File: src/ogic_pkg.sv
// Shared types and constants for the online grid island counter.
`timescale 1ns / 1ps
`default_nettype none
package ogic_pkg;
  localparam int unsigned MaxRowsDef = 32;
  localparam int unsigned MaxColsDef = 32;
  localparam int unsigned CfgW = 6;
  localparam int unsigned CountW = 11;
  localparam logic CfgRows = 1'b0;
  localparam logic CfgCols = 1'b1;

  typedef struct packed {
    logic [4:0] row;
    logic [4:0] col;
    logic       oor;
  } ogic_cmd_t;
endpackage
`default_nettype wire

File: src/ogic_front.sv
// Front end: range check of incoming cells and a two-entry command queue.
`timescale 1ns / 1ps
`default_nettype none
module ogic_front import ogic_pkg::*; #(
  parameter int unsigned MaxRows = MaxRowsDef,
  parameter int unsigned MaxCols = MaxColsDef
) (
  input  wire logic            clk_i,
  input  wire logic            rst_ni,
  input  wire logic [CfgW-1:0] rows_i,
  input  wire logic [CfgW-1:0] cols_i,
  input  wire logic            in_valid_i,
  output logic                 in_stall_o,
  input  wire logic [4:0]      row_i,
  input  wire logic [4:0]      col_i,
  output logic                 cmd_valid_o,
  input  wire logic            cmd_pop_i,
  output ogic_cmd_t            cmd_o
);
  localparam int unsigned RowLimW = $clog2(MaxRows + 1) > CfgW ? $clog2(MaxRows + 1) : CfgW;
  localparam int unsigned ColLimW = $clog2(MaxCols + 1) > CfgW ? $clog2(MaxCols + 1) : CfgW;
  logic [RowLimW-1:0] rlim;
  logic [ColLimW-1:0] clim;
  ogic_cmd_t q_q [2];
  logic [1:0] cnt_q;
  logic       rd_q, wr_q;
  logic       push;
  ogic_cmd_t  c;

  always_comb begin
    rlim = (RowLimW'(rows_i) > RowLimW'(MaxRows)) ? RowLimW'(MaxRows) : RowLimW'(rows_i);
    clim = (ColLimW'(cols_i) > ColLimW'(MaxCols)) ? ColLimW'(MaxCols) : ColLimW'(cols_i);
    c.row = row_i;
    c.col = col_i;
    c.oor = (RowLimW'(row_i) >= rlim) || (ColLimW'(col_i) >= clim);
  end

  assign in_stall_o  = cnt_q[1];
  assign push        = in_valid_i && !cnt_q[1];
  assign cmd_valid_o = cnt_q != 2'd0;
  assign cmd_o       = q_q[rd_q];

  always_ff @(posedge clk_i) begin
    if (push) q_q[wr_q] <= c;
  end

  always_ff @(posedge clk_i or negedge rst_ni) begin
    if (!rst_ni) begin
      cnt_q <= 2'd0;
      rd_q  <= 1'b0;
      wr_q  <= 1'b0;
    end else begin
      if (push) wr_q <= ~wr_q;
      if (cmd_pop_i) rd_q <= ~rd_q;
      cnt_q <= cnt_q + 2'(push) - 2'(cmd_pop_i);
    end
  end
endmodule
`default_nettype wire

File: config.mk
export PLATFORM = sky130hd
export DESIGN_NAME = ogic_front
export DESIGN_NICKNAME = d
export VERILOG_FILES = /design/src/ogic_pkg.sv /design/src/ogic_front.sv
export SDC_FILE = /design/constraint.sdc
export NUM_CORES = 1
export LEC_CHECK = 0
export CORE_ASPECT_RATIO = 1.4
export CORE_MARGIN = 3
export CORE_UTILIZATION = 45
export DETAILED_ROUTE_END_ITERATION = 8
export DONT_BUFFER_PORTS = 1
export PLACE_DENSITY = 0.67
export SYNTH_ARGS = -nofsm -noshare
export SYNTH_HDL_FRONTEND = slang
export SYNTH_SLANG_ARGS = --single-unit
File: constraint.sdc
create_clock -name clk_i -period 2.5 [get_ports clk_i]
set_input_delay 0.25 -clock clk_i [delete_from_list [all_inputs] [get_ports clk_i]]
set_output_delay 0.25 -clock clk_i [all_outputs]
set_load 0.02 [all_outputs]
== Word level (Yosys, flattened, before mapping) ==
Memory sizes are Yosys's and may differ from the RTL's.
Index checks and enable logic that the tools add are counted.

* Register bits: 4
* Bits in writable memories: 22
* Input bits: 26
* Output and inout bits: 13
* Word-level logic and storage cells: 20
* Memories: 1

* $add $sub $neg: 2
* Order comparisons: 4
* Multiplexer cells: 4
* Bitwise operators: 2
* Reduce and logical (&&, ||, !) cells: 4

{| class="wikitable"
|+ Memories
! name !! words !! bits a word !! read ports !! clocked after Yosys merged registers in !! write ports !! line !! text
|-
| q_q || 2 || 11 || 1 || 0 || 1 || ogic_front.sv:24 || <nowiki>ogic_cmd_t q_q [2];</nowiki>
|}

{| class="wikitable"
|+ Operators with widths
! cell !! number
|-
| $ge 5x6->1 || 2
|-
| $gt 6x6->1 const B || 2
|-
| $mux 6 || 2
|-
| $add 2x1->2 || 1
|-
| $mux 1 || 2
|-
| $not 1->1 || 2
|-
| $reduce_bool 2->1 || 1
|-
| $sub 2x1->2 || 1
|-
| $logic_and 1x1->1 || 1
|-
| $logic_not 1->1 || 1
|-
| $logic_or 1x1->1 || 1
|}

== Depth between registers and ports, before layout ==
* Depth in word-level cells: 4
* Depth in mapped cells: 6
* Mapped depth without buffers: 6

== Least setup slack after synthesis ==
Ideal clock, no wire load.

* Kind: input to register
* Start point: in rows_i[0]
* End point: mem q_q[0][0] (netlist bit) (data pin)
* Setup time: 0.278 ns
* Data arrival time: 1.400 ns
* Required time: 2.222 ns
* Slack: 0.822 ns
* Stages: 6
* Path buffers: 0
* Cell sequence: nor2b_1 > ha_1 > nand2b_4 > a21oi_2 > nor2_1 > or4_1

{| class="wikitable"
|+ RTL lines
! what !! line !! text
|-
| start: declaration || ogic_front.sv:10 || <nowiki>input wire logic [CfgW-1:0] rows_i,</nowiki>
|-
| end: declaration || ogic_front.sv:24 ||
|}

== Worst setup path in the final report ==
* Start point: reg cnt_q[1]
* End point: reg cnt_q[1]

* Word-level cells in the longest chain between the ends: 4

{| class="wikitable"
|+ RTL lines
! what !! line !! text
|-
| start: declaration || ogic_front.sv:25 || <nowiki>logic [1:0] cnt_q;</nowiki>
|-
| start signal: assignment || ogic_front.sv:55 || <nowiki>cnt_q <= cnt_q + 2'(push) - 2'(cmd_pop_i);</nowiki>
|-
| $logic_not 1->1 || ogic_front.sv:39 || <nowiki>assign push = in_valid_i && !cnt_q[1];</nowiki>
|-
| $logic_and 1x1->1 || ogic_front.sv:39 ||
|-
| $add 2x1->2 (*) || ogic_front.sv:55 ||
|-
| $sub 2x1->2 (*) || ogic_front.sv:55 ||
|}

Every way passes the cells marked *; elsewhere a longest branch is shown, timed or not.
A chain may end at the register's enable or synchronous reset.

==> key figures <==
Clock tree
  • Clock sinks: 26
  • Insertion delay of the later-clocked pin in the worst-skew pair: 0.30 ns
  • Number of H-tree levels: 1
  • Cell at the root of the clock tree: clkbuf_4
  • CTS clk-pin slew, worst paths: 0.13 ns
  • Resize count post-CTS: 0
  • Total clock buffers created by CTS: 3
  • CTS tree: done
  • Maximum number of buffers from clock root to sink: 2

STA
  • Max-slew violation count: 0
  • Clk_skew: 0.00193 ns
  • Period utilization: around two thirds
  • Highest clock frequency the design can meet: a little under 0.6 GHz
  • Shortest period the worst path allows: 1.70 ns
  • Setup violation total in the final timing report: 0
  • Measured slew at the worst slew-check pin: 0.505 ns
  • Unrepaired setup endpoints after global routing: false
  • Fin Hold WS: 0.0345 ns
  • Final total negative setup slack: 0 ns
  • Slew HR: 66.3%
  • Final-report hold violation count: 0

Final layout
  • Number of diodes added for antenna fixing: 0
  • Layout cell share with drive strength beyond 1: 21.3%
  • Net count of the finished layout: between 100 and 150
  • Leading cell type in the layout, fill and taps excluded: edfxtp_1
  • Utilization after layout: 51.7%
  • Area Growth Syn to Fin: 8.78%
  • Commonest non-fill, non-tap cells in the layout: edfxtp_1 (22), ha_1 (12), mux2_2 (11)
  • Non-Filler Instances: 130
  • Fin area: 1380 µm²

Min path
  • Number of cells on the worst hold path: 0
  • Min-Delay Path Class: in -> reg

Critical path
  • Worst path arrival time: 1.93 ns
  • Worst-path fanout max: 4
  • Setup CP Type: reg -> reg
  • Sort of element at the start of the critical path: register
  • Worst Setup End Kind: register
  • Req. time, crit path: ~2.7 ns
  • R2R depth: 6

Global routing
  • Grt ovf: 0
  • Maximum number of pins on one net before global-route repair: 15
  • Wire length of the first global-routing pass: 3130 µm
  • Initial antenna violation count: 0
  • Total track usage: between 10% and 20%
  • Number of global-route vias before repair: 697

Die
  • Vertical extent of the die: between 60 and 70 µm
  • Number of core rows: 22
  • Die footprint: 3500 µm²
  • Core region area: around 2700 µm²
  • Top-Level Pins: 39
  • Horizontal die dimension: 50.9 µm
  • Initial core utilization: 47.5%

Yosys
  • Number of cells produced by synthesis: 87
  • Sequential element share of the synthesized area: 60.0%
  • Number of library cell types mapped by synthesis: 18
  • Post-synthesis instance area: 1270 µm²
  • Ys Warns: 0
  • Average cell area after synthesis: 14.6 µm²
  • Synth Register Bits: 26
  • Post-Synthesis Net Count: roughly 130

Detailed routing
  • Average wire length per cell after detail routing: 15.5 µm
  • Number of antenna-violating nets in the routed design: 0
  • DR vias: about 680
  • Violation count after the first detailed-route iteration: 8
  • Drt pass-1 iters: 2
  • Post-route DRC violation count: 0
  • Final wirelength: 2010 µm
  • Ratio of routed vias to standard cells: 5.20

Placement
  • Gpl congestion: between 0.6 and 0.7
  • Area of placed instances: 1320 µm²
  • Count of port buffers added during placement: 0
  • Detail Placement HPWL: 1640 µm
  • Instance count after placement with tap cells included: 124

Power and ir drop
  • Power Density: 911 nW/µm²
  • Largest vdd supply drop: 413 µV
  • Cell leakage power: 0.000513 µW

Job
  • Max-cap check violation count: 0

Outcome
  • Outcome: completed
[routing by layer]
layer,GRT usage (%),wire (µm)
met1,13.9,786
met2,22.4,1080
met3,2.80,116
met4,5.05,34
met5,0,0
[logic make-up after synthesis]
logic type / after synthesis / share of synthesized area (%)
muxes: 11 / 9.76
and+or+nand+nor: 23 / 11.4
xor gates and xnor gates: 4 / 2.76
buffers and inverters: 5 / 1.58
adders and majority gates: 12 / 11.8
AOI/OAI and AO/OA: 6 / 2.66
DFF: 26 / 60.0
[through the flow]
stage	total power, µW	setup slack [ns]
final	1260	0.800
after global routing	1330	0.707
after CTS	1280	0.766
after detailed placement	1080	0.725
after global placement	1060	0.766
after floorplan	999	0.822
[report_power, final]
group / leakage [µW] / switching (µW) / total, µW / internal, µW
logic: 0.000243 / 229 / 397 / 168
clock network: 0.0000210 / 108 / 197 / 88.7
registers: 0.000249 / 81.8 / 663 / 581
total: 0.000513 / 419 / 1260 / 838
[state kept, by name, indices dropped and copies added (netlist names)]
signal and cells:
q_q 22, cnt_q 2, rd_q 1, wr_q 1
[cell type report]
type / instances / area [µm²]
fill: 238 / 1290
sequential: 26 / 761
multi-input combinational: 56 / 488
tap: 36 / 45.0
clock buffer: 4 / 36.3
timing repair buffer: 4 / 35.0
inverter: 4 / 15.0
[synth_stat cells]
cell type	number	share of area, %
ha_1	12	12
xnor2_1	3	2.1
edfxtp_1	22	52
nand4b_1	2	1.4
nor2b_1	2	0.99
or4_1	1	0.59
a21oi_2	1	0.69
mux2_2	11	9.8
inv_1	4	1.2
or2_2	1	0.49
nand2b_4	1	1.1
nand2b_1	10	4.9
a21oi_1	5	2.0
xor2_1	1	0.69
dfrtp_1	4	7.9
nor2_1	4	1.2
buf_2	1	0.39
nand3_1	2	0.79
[worst max-delay path: stages (launching register included)]
cell      delay [ns]
dfrtp_1         0.50
nand2b_1        0.26
ha_1            0.30
inv_1           0.04
ha_1            0.18
xnor2_1         0.19
xnor2_1         0.15
[timing repair]
item / CTS / global route
hold endpoints to repair: 4 / 1
buffers inserted: 0 / 0
hold buffers: 1 / 1
[worst paths after layout]
check | start | end | slack [ns]
max in group asynchronous | rst_ni | wr_q$_DFFE_PN0P_ | 2.13
hold / removal | col_i[4] | q_q[1][5]$_DFFE_PP_ | 0.03
setup reg to reg | cnt_q[1]$_DFF_PN0_ | cnt_q[1]$_DFF_PN0_ | 0.80
hold reg to reg | wr_q$_DFFE_PN0P_ | wr_q$_DFFE_PN0P_ | 0.52
setup / recovery | cnt_q[1]$_DFF_PN0_ | cnt_q[1]$_DFF_PN0_ | 0.80
min in group asynchronous | rst_ni | rd_q$_DFFE_PN0P_ | 0.20
Power figures use the tool's default switching activity.
